[config.mk]
export PLATFORM = sky130hd
export DESIGN_NAME = multitouch_centroid_tracker_unit
export DESIGN_NICKNAME = d
export VERILOG_FILES = /design/src/rtl/core/mtct_pkg.sv /design/src/rtl/core/multitouch_centroid_tracker_unit.sv /design/src/rtl/core/mtct_entry_ram.sv /design/src/rtl/core/mtct_divider.sv
export SDC_FILE = /design/constraint.sdc
export NUM_CORES = 2
export LEC_CHECK = 0
export ABC_CLOCK_PERIOD_IN_PS = 19750
export BUFFER_PORTS_ARGS = -buffer_cell sky130_fd_sc_hd__buf_2
export CAP_MARGIN = 40
export CORE_ASPECT_RATIO = 2
export CORE_MARGIN = 2
export CORE_UTILIZATION = 25
export CTS_CLUSTER_DIAMETER = 150
export CTS_CLUSTER_SIZE = 30
export DETAILED_ROUTE_END_ITERATION = 12
export HOLD_SLACK_MARGIN = 0.03
export PLACE_DENSITY = 0.4
export RECOVER_POWER = 25
export SETUP_SLACK_MARGIN = 0.1
export SKIP_LAST_GASP = 1
export SYNTH_ARGS = -nofsm -noshare
export SYNTH_HDL_FRONTEND = slang
export SYNTH_HIERARCHICAL = 1
export SYNTH_SLANG_ARGS = --single-unit
export TNS_END_PERCENT = 50
[constraint.sdc]
create_clock -name i_clk -period 19.75 [get_ports i_clk]
set_input_delay 3.95 -clock i_clk [delete_from_list [all_inputs] [get_ports i_clk]]
set_output_delay 3.95 -clock i_clk [all_outputs]
set_load 0.05 [all_outputs]
[src/rtl/core/mtct_pkg.sv]
// Shared types and constants for the multitouch centroid tracker.
// Holds table geometry, event and status codes, the entry layout and
// the request/response structs of the mean divider. No dependencies.
package mtct_pkg;

    // Table geometry
    localparam int MAX_CONTACTS = 16;
    localparam int IDX_W        = (MAX_CONTACTS > 1) ? $clog2(MAX_CONTACTS) : 1;
    localparam int CNT_W        = $clog2(MAX_CONTACTS + 1);
    localparam int ID_W         = 16;
    localparam int POS_W        = 16;
    localparam int SUM_W        = POS_W + CNT_W;
    localparam int DIV_STEP_W   = $clog2(SUM_W + 1);

    // Event kinds
    localparam logic [1:0] OP_DOWN   = 2'd0;
    localparam logic [1:0] OP_UP     = 2'd1;
    localparam logic [1:0] OP_MOTION = 2'd2;

    // Result status codes
    localparam logic [1:0] ST_OK        = 2'd0;
    localparam logic [1:0] ST_FULL      = 2'd1;
    localparam logic [1:0] ST_NOT_FOUND = 2'd2;

    // Controller states
    typedef enum logic [2:0] {
        S_IDLE,
        S_SRCH,
        S_UPD,
        S_DIV,
        S_DIVW,
        S_OUT
    } t_state;

    // One table entry: recency rank (0 = newest), id and position
    typedef struct packed {
        logic [IDX_W-1:0] age;
        logic [ID_W-1:0]  id;
        logic [POS_W-1:0] x;
        logic [POS_W-1:0] y;
    } t_entry;

    // Mean divider request and response
    typedef struct packed {
        logic             start;
        logic [SUM_W-1:0] sum_x;
        logic [SUM_W-1:0] sum_y;
        logic [CNT_W-1:0] count;
    } t_div_req;

    typedef struct packed {
        logic             done;
        logic [POS_W-1:0] mean_x;
        logic [POS_W-1:0] mean_y;
    } t_div_rsp;

endpackage

[src/rtl/core/multitouch_centroid_tracker_unit.sv]
// Multitouch centroid tracker, top level. Uses mtct_pkg, mtct_entry_ram, mtct_divider.
// One transaction at a time: a table search, a rewrite pass when the table changes, a
// divide issue, a two-coordinate divide when contacts remain, then a load of the output
// register. The next input is taken only once the result has been loaded.
// Reset clears valid bits, count and sums at once; entry memory is not cleared.
module multitouch_centroid_tracker_unit (
    input  logic                       i_clk,
    input  logic                       i_rst_n,
    input  logic                       i_in_valid,
    output logic                       o_in_stall,
    input  logic [1:0]                 i_op,
    input  logic [mtct_pkg::ID_W-1:0]  i_contact_id,
    input  logic [mtct_pkg::POS_W-1:0] i_pos_x,
    input  logic [mtct_pkg::POS_W-1:0] i_pos_y,
    output logic                       o_out_valid,
    input  logic                       i_out_stall,
    output logic                       o_warp,
    output logic [mtct_pkg::POS_W-1:0] o_center_x,
    output logic [mtct_pkg::POS_W-1:0] o_center_y,
    output logic [1:0]                 o_status
);
    import mtct_pkg::*;

    localparam logic [CNT_W-1:0] LAST_ADDR = CNT_W'(MAX_CONTACTS);

    // Controller state
    t_state r_state, n_state;

    // Table control state
    logic [MAX_CONTACTS-1:0] r_used;
    logic [CNT_W-1:0]        r_count;
    logic [SUM_W-1:0]        r_sum_x;
    logic [SUM_W-1:0]        r_sum_y;

    // Walk pointer and read pipeline
    logic [CNT_W-1:0]        r_addr;
    logic                    r_dat_vld;
    logic [IDX_W-1:0]        r_dat_idx;

    // Current transaction
    logic [1:0]              r_op;
    logic [ID_W-1:0]         r_id;
    logic [POS_W-1:0]        r_px;
    logic [POS_W-1:0]        r_py;
    logic                    r_hit;
    logic [IDX_W-1:0]        r_slot;
    logic [IDX_W-1:0]        r_best_age;
    logic [POS_W-1:0]        r_old_x;
    logic [POS_W-1:0]        r_old_y;
    logic [1:0]              r_status;
    logic [POS_W-1:0]        r_mean_x;
    logic [POS_W-1:0]        r_mean_y;

    // Output register
    logic                    r_out_valid;
    logic                    r_warp;
    logic [POS_W-1:0]        r_center_x;
    logic [POS_W-1:0]        r_center_y;
    logic [1:0]              r_out_status;

    // Memory and divider connections
    logic                    ram_we;
    t_entry                  ram_wdata;
    t_entry                  ram_rdata;
    t_div_req                div_req;
    t_div_rsp                div_rsp;

    // Decode
    logic                    accept;
    logic                    walk_end;
    logic                    full;
    logic [IDX_W-1:0]        free_slot;
    logic                    do_down;
    logic                    do_hit;
    logic [1:0]              evt_status;
    logic                    match;
    logic                    is_slot;
    logic                    load_out;

    // Lowest-numbered free slot
    function automatic logic [IDX_W-1:0] first_free(input logic [MAX_CONTACTS-1:0] used);
        logic [IDX_W-1:0] idx;
        idx = '0;
        for (int i = MAX_CONTACTS - 1; i >= 0; i--) begin
            if (!used[i]) begin
                idx = IDX_W'(i);
            end
        end
        return idx;
    endfunction

    mtct_entry_ram u_ram (
        .i_clk   (i_clk),
        .i_we    (ram_we),
        .i_waddr (r_dat_idx),
        .i_wdata (ram_wdata),
        .i_raddr (r_addr[IDX_W-1:0]),
        .o_rdata (ram_rdata)
    );

    mtct_divider u_div (
        .i_clk   (i_clk),
        .i_rst_n (i_rst_n),
        .i_req   (div_req),
        .o_rsp   (div_rsp)
    );

    // Event decode at the end of the search
    always_comb begin
        accept    = i_in_valid && (r_state == S_IDLE);
        walk_end  = (r_addr == LAST_ADDR) && !r_dat_vld;
        full      = &r_used;
        free_slot = first_free(r_used);
        do_down   = (r_op == OP_DOWN) && !full;
        do_hit    = ((r_op == OP_UP) || (r_op == OP_MOTION)) && r_hit;
        if ((r_op == OP_DOWN) && full) begin
            evt_status = ST_FULL;
        end else if (((r_op == OP_UP) || (r_op == OP_MOTION)) && !r_hit) begin
            evt_status = ST_NOT_FOUND;
        end else begin
            evt_status = ST_OK;
        end
        match    = r_used[r_dat_idx] && (ram_rdata.id == r_id)
                   && (!r_hit || (ram_rdata.age < r_best_age));
        is_slot  = (r_dat_idx == r_slot);
        load_out = (r_state == S_OUT) && (!r_out_valid || !i_out_stall);
    end

    // Rewrite pass: shift ranks and place the new or moved entry
    always_comb begin
        ram_we    = 1'b0;
        ram_wdata = ram_rdata;
        if ((r_state == S_UPD) && r_dat_vld) begin
            case (r_op)
                OP_DOWN: begin
                    if (is_slot) begin
                        ram_we    = 1'b1;
                        ram_wdata = '{age: '0, id: r_id, x: r_px, y: r_py};
                    end else if (r_used[r_dat_idx]) begin
                        ram_we        = 1'b1;
                        ram_wdata.age = ram_rdata.age + 1'b1;
                    end
                end
                OP_UP: begin
                    if (r_used[r_dat_idx] && (ram_rdata.age > r_best_age)) begin
                        ram_we        = 1'b1;
                        ram_wdata.age = ram_rdata.age - 1'b1;
                    end
                end
                OP_MOTION: begin
                    if (is_slot) begin
                        ram_we    = 1'b1;
                        ram_wdata = '{age: r_best_age, id: r_id, x: r_px, y: r_py};
                    end
                end
                default: begin
                    ram_we = 1'b0;
                end
            endcase
        end
    end

    // Divider request
    always_comb begin
        div_req.start = (r_state == S_DIV) && (r_count != '0);
        div_req.sum_x = r_sum_x;
        div_req.sum_y = r_sum_y;
        div_req.count = r_count;
    end

    // State register
    always_ff @(posedge i_clk) begin
        if (!i_rst_n) begin
            r_state <= S_IDLE;
        end else begin
            r_state <= n_state;
        end
    end

    // Next state
    always_comb begin
        n_state = r_state;
        case (r_state)
            S_IDLE: begin
                if (accept) begin
                    n_state = S_SRCH;
                end
            end
            S_SRCH: begin
                if (walk_end) begin
                    n_state = (do_down || do_hit) ? S_UPD : S_DIV;
                end
            end
            S_UPD: begin
                if (walk_end) begin
                    n_state = S_DIV;
                end
            end
            S_DIV: begin
                n_state = (r_count != '0) ? S_DIVW : S_OUT;
            end
            S_DIVW: begin
                if (div_rsp.done) begin
                    n_state = S_OUT;
                end
            end
            S_OUT: begin
                if (load_out) begin
                    n_state = S_IDLE;
                end
            end
            default: begin
                n_state = S_IDLE;
            end
        endcase
    end

    // Walk pointer: issue one read a cycle, drain the last one
    always_ff @(posedge i_clk) begin
        if (!i_rst_n) begin
            r_addr    <= '0;
            r_dat_vld <= 1'b0;
        end else if (((r_state == S_SRCH) || (r_state == S_UPD)) && !walk_end) begin
            if (r_addr != LAST_ADDR) begin
                r_addr    <= r_addr + 1'b1;
                r_dat_vld <= 1'b1;
            end else begin
                r_dat_vld <= 1'b0;
            end
        end else begin
            r_addr    <= '0;
            r_dat_vld <= 1'b0;
        end
    end

    always_ff @(posedge i_clk) begin
        r_dat_idx <= r_addr[IDX_W-1:0];
    end

    // Table control: valid bits, count and running sums
    always_ff @(posedge i_clk) begin
        if (!i_rst_n) begin
            r_used  <= '0;
            r_count <= '0;
            r_sum_x <= '0;
            r_sum_y <= '0;
        end else if ((r_state == S_SRCH) && walk_end) begin
            if (do_down) begin
                r_used[free_slot] <= 1'b1;
                r_count           <= r_count + 1'b1;
                r_sum_x           <= r_sum_x + SUM_W'(r_px);
                r_sum_y           <= r_sum_y + SUM_W'(r_py);
            end else if (do_hit && (r_op == OP_UP)) begin
                r_used[r_slot] <= 1'b0;
                r_count        <= r_count - 1'b1;
                r_sum_x        <= r_sum_x - SUM_W'(r_old_x);
                r_sum_y        <= r_sum_y - SUM_W'(r_old_y);
            end else if (do_hit) begin
                r_sum_x <= r_sum_x + SUM_W'(r_px) - SUM_W'(r_old_x);
                r_sum_y <= r_sum_y + SUM_W'(r_py) - SUM_W'(r_old_y);
            end
        end
    end

    // Transaction capture, newest-match search and mean hold
    always_ff @(posedge i_clk) begin
        if (accept) begin
            r_op  <= i_op;
            r_id  <= i_contact_id;
            r_px  <= i_pos_x;
            r_py  <= i_pos_y;
            r_hit <= 1'b0;
        end
        if ((r_state == S_SRCH) && r_dat_vld && match) begin
            r_hit      <= 1'b1;
            r_slot     <= r_dat_idx;
            r_best_age <= ram_rdata.age;
            r_old_x    <= ram_rdata.x;
            r_old_y    <= ram_rdata.y;
        end
        if ((r_state == S_SRCH) && walk_end) begin
            r_status <= evt_status;
            if (do_down) begin
                r_slot <= free_slot;
            end
        end
        if ((r_state == S_DIV) && (r_count == '0)) begin
            r_mean_x <= '0;
            r_mean_y <= '0;
        end else if ((r_state == S_DIVW) && div_rsp.done) begin
            r_mean_x <= div_rsp.mean_x;
            r_mean_y <= div_rsp.mean_y;
        end
    end

    // Output register: load the result, drop valid once taken
    always_ff @(posedge i_clk) begin
        if (!i_rst_n) begin
            r_out_valid <= 1'b0;
        end else if (load_out) begin
            r_out_valid <= 1'b1;
        end else if (!i_out_stall) begin
            r_out_valid <= 1'b0;
        end
    end

    always_ff @(posedge i_clk) begin
        if (load_out) begin
            r_warp       <= (r_count != '0);
            r_center_x   <= r_mean_x;
            r_center_y   <= r_mean_y;
            r_out_status <= r_status;
        end
    end

    assign o_in_stall  = (r_state != S_IDLE);
    assign o_out_valid = r_out_valid;
    assign o_warp      = r_warp;
    assign o_center_x  = r_center_x;
    assign o_center_y  = r_center_y;
    assign o_status    = r_out_status;

endmodule

[src/rtl/core/mtct_entry_ram.sv]
// Contact table storage: one write port, one read port, registered read.
// Depends on mtct_pkg for the entry layout and table depth.
module mtct_entry_ram (
    input  logic                         i_clk,
    input  logic                         i_we,
    input  logic [mtct_pkg::IDX_W-1:0]   i_waddr,
    input  mtct_pkg::t_entry             i_wdata,
    input  logic [mtct_pkg::IDX_W-1:0]   i_raddr,
    output mtct_pkg::t_entry             o_rdata
);
    import mtct_pkg::*;

    t_entry r_mem [MAX_CONTACTS];
    t_entry r_rdata;

    // Write port
    always_ff @(posedge i_clk) begin
        if (i_we) begin
            r_mem[i_waddr] <= i_wdata;
        end
    end

    // Registered read port
    always_ff @(posedge i_clk) begin
        r_rdata <= r_mem[i_raddr];
    end

    assign o_rdata = r_rdata;

endmodule

[src/rtl/core/mtct_divider.sv]
// Restoring divider for the centroid: divides both coordinate sums by the
// contact count, one quotient bit per cycle. Depends on mtct_pkg.
module mtct_divider (
    input  logic               i_clk,
    input  logic               i_rst_n,
    input  mtct_pkg::t_div_req i_req,
    output mtct_pkg::t_div_rsp o_rsp
);
    import mtct_pkg::*;

    logic                  r_busy;
    logic                  r_done;
    logic [DIV_STEP_W-1:0] r_step;
    logic [CNT_W-1:0]      r_div;
    logic [SUM_W-1:0]      r_qx;
    logic [SUM_W-1:0]      r_qy;
    logic [CNT_W-1:0]      r_rx;
    logic [CNT_W-1:0]      r_ry;

    logic [CNT_W:0]        trial_x;
    logic [CNT_W:0]        trial_y;
    logic [CNT_W:0]        rem_x;
    logic [CNT_W:0]        rem_y;
    logic                  ge_x;
    logic                  ge_y;

    // Shift the next dividend bit into the partial remainder and try a subtract
    always_comb begin
        trial_x = {r_rx, r_qx[SUM_W-1]};
        trial_y = {r_ry, r_qy[SUM_W-1]};
        ge_x    = trial_x >= {1'b0, r_div};
        ge_y    = trial_y >= {1'b0, r_div};
        rem_x   = ge_x ? (trial_x - {1'b0, r_div}) : trial_x;
        rem_y   = ge_y ? (trial_y - {1'b0, r_div}) : trial_y;
    end

    // Control: count steps, pulse done after the last one
    always_ff @(posedge i_clk) begin
        if (!i_rst_n) begin
            r_busy <= 1'b0;
            r_done <= 1'b0;
            r_step <= '0;
        end else begin
            r_done <= 1'b0;
            if (i_req.start) begin
                r_busy <= 1'b1;
                r_step <= '0;
            end else if (r_busy) begin
                r_step <= r_step + 1'b1;
                if (r_step == DIV_STEP_W'(SUM_W - 1)) begin
                    r_busy <= 1'b0;
                    r_done <= 1'b1;
                end
            end
        end
    end

    // Datapath: dividend shifts out as quotient bits shift in
    always_ff @(posedge i_clk) begin
        if (i_req.start) begin
            r_div <= i_req.count;
            r_qx  <= i_req.sum_x;
            r_qy  <= i_req.sum_y;
            r_rx  <= '0;
            r_ry  <= '0;
        end else if (r_busy) begin
            r_qx <= {r_qx[SUM_W-2:0], ge_x};
            r_qy <= {r_qy[SUM_W-2:0], ge_y};
            r_rx <= rem_x[CNT_W-1:0];
            r_ry <= rem_y[CNT_W-1:0];
        end
    end

    assign o_rsp.done   = r_done;
    assign o_rsp.mean_x = r_qx[POS_W-1:0];
    assign o_rsp.mean_y = r_qy[POS_W-1:0];

endmodule

## Word level (Yosys, flattened, before mapping)

Memory sizes are Yosys's and may differ from the RTL's. A register that Yosys moved wholly into a read port is not among the register bits.
Cells that the tools add are included.

| cells by class | value |
|---|---|
| add/sub/neg operators | 14 |
| $lt $le $gt $ge | 9 |
| equality and inequality tests | 18 |
| multiplexer cells | 73 |
| bitwise operators | 5 |
| reductions and logical operators | 47 |

Operator list:

| kind | count |
|---|---|
| 21-bit two-way mux | 10 |
| 52-bit two-way mux | 2 |
| 48-bit case mux with 2 select lines | 1 |
| 4-bit two-way mux | 22 |
| 21-bit by 16-bit subtractor with 21-bit output | 4 |
| 48-bit two-way mux | 1 |
| 21-bit by 16-bit adder with 21-bit output | 2 |
| 16-bit two-way mux | 2 |
| 1-bit logical AND | 21 |
| 5-bit two-way mux | 4 |
| 1-bit two-way mux | 19 |
| 3-bit case mux with 6 select lines | 1 |
| 16-bit bitwise AND | 1 |
| 16-bit equality test | 1 |
| 16-bit NOT | 1 |
| 16-bit bitwise OR | 1 |
| 16-bit AND reduction | 1 |
| 5-bit by 1-bit adder with 5-bit output (second input constant) | 3 |
| 4-bit by 5-bit less-than comparator with 1-bit output (second input constant) | 3 |
| 3-bit two-way mux | 5 |
| 6-bit by 5-bit >= comparator with 1-bit output | 2 |
| 4-bit case mux with 3 select lines | 1 |
| 5-bit equality test (second input constant) | 2 |
| 5-bit subtractor | 2 |
| other kinds (32) | 54 |

| word-level totals | value |
|---|---|
| register bits after elaboration | 301 |
| bits in writable memories | 832 |
| bits of input ports | 54 |
| output and inout port bits | 37 |
| word-level logic and storage cells | 200 |
| memories | 1 |

Memories:

| name | words | width | read ports | clocked after Yosys merged registers in | wr ports | RTL line | RTL |
|---|---|---|---|---|---|---|---|
| u_ram.r_mem | 16 | 52 | 1 | 1 | 1 | mtct_entry_ram.sv:13 | `t_entry r_mem [MAX_CONTACTS];` |

## Depth between registers and ports, before layout

| logic depth | value |
|---|---|
| depth after elaboration | 22 |
| gate-level depth with buffers | 21 |
| depth with buffers taken out | 21 |

## Cells and area by module

Netlist, hierarchy kept.

By module, submodules not included:

| module | instances | cells an instance | area each (µm²) | sequential area each (µm²) |
|---|---|---|---|---|
| mtct_entry_ram | 1 | 1344 | 32215.9 | 26025.0 |
| multitouch_centroid_tracker_unit | 1 | 1491 | 13833.3 | 5975.7 |
| mtct_divider | 1 | 272 | 3343.2 | 1751.7 |

## Worst setup path after synthesis

No wires, ideal clock.

| path | value |
|---|---|
| path kind | flip-flop to flip-flop |
| start | register r_dat_idx[0] |
| end | memory u_ram/r_mem[0][0] (netlist name) (enable) |
| library setup time | 0.526 ns |
| arrival time | 6.023 ns |
| required time | 19.224 ns |
| path slack | 13.202 ns |
| cell stages (with the launch flop) | 10 |
| path buffers | 2 |
| cell sequence | dfxtp_1 clkbuf_1 mux4_2 mux4_2 and3_1 clkbuf_1 nand2_1 a21oi_1 or3b_2 nor3_1 |

| on the way | value |
|---|---|
| longest elaborated chain between the ends | 8 |

Ends and longest elaborated chain:

| what | RTL line | RTL |
|---|---|---|
| start, declared | multitouch_centroid_tracker_unit.sv:38 | `logic [IDX_W-1:0] r_dat_idx;` |
| start signal, assigned | multitouch_centroid_tracker_unit.sv:237 | `r_dat_idx <= r_addr[IDX_W-1:0];` |
| 1-bit binary-select mux with 4-bit select | multitouch_centroid_tracker_unit.sv:139, multitouch_centroid_tracker_unit.sv:145 |  |
| 1-bit two-way mux (not written as such) | multitouch_centroid_tracker_unit.sv:139, multitouch_centroid_tracker_unit.sv:145 |  |
| 1-bit two-way mux or 1-bit logical AND (tied branches) | multitouch_centroid_tracker_unit.sv:139, multitouch_centroid_tracker_unit.sv:145 |  |
| 1-bit two-way mux, on equally long branches | multitouch_centroid_tracker_unit.sv:136, multitouch_centroid_tracker_unit.sv:145 |  |
| 1-bit case mux with 3 select lines * | multitouch_centroid_tracker_unit.sv:134 | `case (r_op)` |
| 1-bit two-way mux * | multitouch_centroid_tracker_unit.sv:133 | `if ((r_state == S_UPD) && r_dat_vld) begin` |
| named net ram_we | multitouch_centroid_tracker_unit.sv:62 | `logic ram_we;` |
| 1-bit two-way mux * | mtct_entry_ram.sv:18 | `if (i_we) begin` |
| 1-bit two-way mux (not written as such) * | mtct_entry_ram.sv:19 | `r_mem[i_waddr] <= i_wdata;` |
| end, declared | mtct_entry_ram.sv:13 |  |

Mark *: on every way through the listed nets, which the timed path passes. The rest lies on a longest branch. The select of a mux whose other input is x is not followed.

==> impl_metrics.ini <==
[timing]
fin_crit_sh_pct = 47.9
final-max-slew-violation-count = 310
setup_viol = 0
rsz0062_at_grt = false
timing.final.ws_setup_ns = 10.28
finalHoldViolCount = 0
tightest_slew_ns = 7.32
period_needed_ns = 9.47
fin_skew_ns = 0.0586
slew_headroom_pct = -388
max_freq_mhz = 106
tns_ns = 0

[clock_tree]
cts_htree_levels = 2
clkTransAtPathRegs_ns = 0.13
postCtsSetupBuffers = 0
cts_buffers = 45
max-clock-path-buffers = 3
cts.repair.resized = 0
clk-insertion-delay-late_ns = 0.71
clock-sinks = 1185
ctsHoldBuffers = 0
cts-root-buf = clkbuf_16
cts_tree = yes

[global_routing]
antenna_found_initial = 7
gr-usage-all-layers_pct = 13.6
grt_pass1_wl_um = 200000
gr-total-overflow = 0
grt_max_degree = 121
grt_pass1_vias = 28000

[placed_design]
gp_congestion = 0.817
dp_hpwl_um = 84100
io_buffer_count = 90
dpl_cell_area_sq_um = 53000
dp_slack_ns = 14.14

[power_and_ir_drop]
power_leakage_nw = 17.2
power_density_nw_per_um2 = 79.6
ir_drop_mv = 0.0609

[detailed_routing]
vias = 26600
via_per_inst = 4.64
ant_nets = 0
drt-met1-wl_um = 55000
first_pass_iters = 5
drc = 0
top_layer_used = met5
wl_per_cell_um = 24.2
wl_met2_um = 77100
dr_wl_met3_um = 3310
dr.first_iter.drc_count = 1552
drt-total-wl_um = 139000

[floorplanning]
die_y_um = 633
core_sq_um = 196000
die_w_um = 318
die_area_sq_um = 201000
row_count = 230
pin_count = 91
initial_utilization_pct = 25.2

[critical_path]
startpoint_type = register
crit_start = r_addr[0]
r2r-start = r_addr[0]
arrival_ns = 10.06
crit_fanout = 80
crit_end = u_ram/o_rdata[9]
reg2reg_depth = 6
r2r_setup_slack_ns = 10.28
criticalPathCategory = register to register
worstSetupEndpointType = register
r2r-end = u_ram/o_rdata[9]
required_ns = 20.34

[yosys]
ys.flop_type = edfxtp_1
ys_ff_latch = 1185
ys_warn_count = 6
synth_nets = 3259
synthCells = 3107
syn_avg_cell_area_sq_um = 15.9
synth_cell_types = 83
synth.yosys.seq_area_share_pct = 68.3
syn_area_sq_um = 49400
synth_edf_count = 1002
synthArstFlopShare_pct = 0

[run]
cap_violations = 8

[run_status]
status = finished, violations left
violations = max-capacitance violations, max-slew violations

[cells_and_area]
drive_gt1_share_pct = 17.0
fin_nets = 3299
final_util_pct = 27.6
area_growth_pct = 9.83
final_area_sq_um = 54200

[hold_path]
hp-class = register to register
min_from = u_ram/o_rdata[15]
how the worst min path moves through the flow:
stage,end,cells after the start,slack [ns]
floorplan,r_dat_idx[1],0,0.39
global placement,r_old_x[5],0,0.40
detailed placement,o_center_y[6],0,0.41
CTS,r_old_y[15],0,0.43
global route,r_old_y[15],0,0.45
finish,r_old_y[15],0,0.43
cells in the mapped netlist (7+ instances only):
cell	number	area share, %
edfxtp_1	1002	61
nand2_1	292	2.2
mux4_2	213	9.7
dfxtp_1	183	7.4
a21oi_1	149	1.5
nor2_1	123	0.93
a22oi_1	107	1.6
clkbuf_1	94	0.71
ha_1	91	2.3
mux2_2	88	2.0
o21ai_0	88	0.89
inv_1	82	0.62
xnor2_1	54	0.96
nand3_1	43	0.44
xor2_1	43	0.76
nor3_1	37	0.37
buf_4	33	0.50
a21o_1	23	0.35
nand4_1	23	0.29
buf_2	22	0.22
nor2b_1	22	0.28
o21a_1	22	0.33
nand2b_1	17	0.22
a311oi_1	16	0.28
buf_6	16	0.36
o211ai_1	16	0.24
a211oi_1	15	0.23
a31oi_1	14	0.18
and3_1	14	0.18
o21bai_1	13	0.20
and2_1	12	0.15
mux2i_1	10	0.20
o22ai_1	9	0.11
nor4_1	8	0.10
or2_2	8	0.10
a211o_1	7	0.12
fa_1	7	0.28
o221ai_1	7	0.12
critical path, stage by stage, from the launching register on:
cell	delay [ns]
dfxtp_1	1.63
clkbuf_1	5.16
clkbuf_1	1.06
buf_16	0.34
mux4_2	0.55
a22oi_1	0.31
nand2_1	0.08
cell families after synthesis:
kind of cell | Yosys count | synth area share (%)
xor gates and xnor gates | 99 | 1.79
DFF | 1185 | 68.3
muxes | 312 | 12.0
and+or+nand+nor | 626 | 5.72
AOI/OAI and AO/OA | 533 | 7.13
adders and majority gates | 98 | 2.59
buffers and inverters | 254 | 2.49
cell type report:
| class | count | area (sq um) |
|---|---|---|
| Clock buffer | 81 | 1300 |
| Clock inverter | 2 | 25.0 |
| Tap cell | 2552 | 3190 |
| Antenna cell | 3 | 7.51 |
| Sequential cell | 1185 | 33800 |
| Multi-Input combinational cell | 1668 | 14600 |
| Fill cell | 19900 | 142000 |
| Inverter | 83 | 312 |
| Timing Repair Buffer | 164 | 1060 |
layout by cell type (no fill, tap or decap), types with 54 or more instances in the layout:
cell type  count
edfxtp_1    1002
dfxtp_1      183
a21oi_1      147
mux2_2        66
nor2_1       108
a22oi_1      107
inv_1         81
buf_2         91
mux4_2       213
o21ai_0       88
nand2_1      291
ha_1          91
buf_4         58
xnor2_1       54
through the flow:
| step | power (W) | cells | hold slack (ns) |
|---|---|---|---|
| detailed placement | 0.00314 | 5652 | 0.414 |
| floorplan | 0.00304 | 3107 | 0.388 |
| global route | 0.00448 | 5736 | 0.446 |
| global placement | 0.00314 | 5641 | 0.404 |
| finish | 0.00432 | 5738 | 0.429 |
| CTS | 0.00438 | 5735 | 0.428 |
layer usage:
metal / vias up / global-route usage, %
li1: 12100 / -
met1: 14000 / 15.6
met2: 392 / 26.8
met3: 126 / 1.10
met4: 6 / 3.47
met5: - / 0
power by group:
group          switching (W)  total (W)  leakage (nW)  internal [W]
Combinational       0.000178   0.000316          5.97      0.000138
Sequential         0.0000293    0.00276          10.6       0.00274
Clock               0.000775    0.00123         0.631      0.000460
Total               0.000983    0.00432          17.2       0.00333
sequential cells by signal, indices dropped and copies added (netlist names), 16 cells and up:
name,cells
r_mean_x,16
u_ram/r_mem,832
r_sum_y,21
r_old_y,16
r_sum_x,21
r_id,16
r_px,16
u_div/r_qy,21
r_used,16
u_ram/o_rdata,52
r_old_x,16
o_center_x,16
o_center_y,16
r_py,16
u_div/r_qx,21
r_mean_y,16
Note: power is estimated with default switching activity, not from simulation.
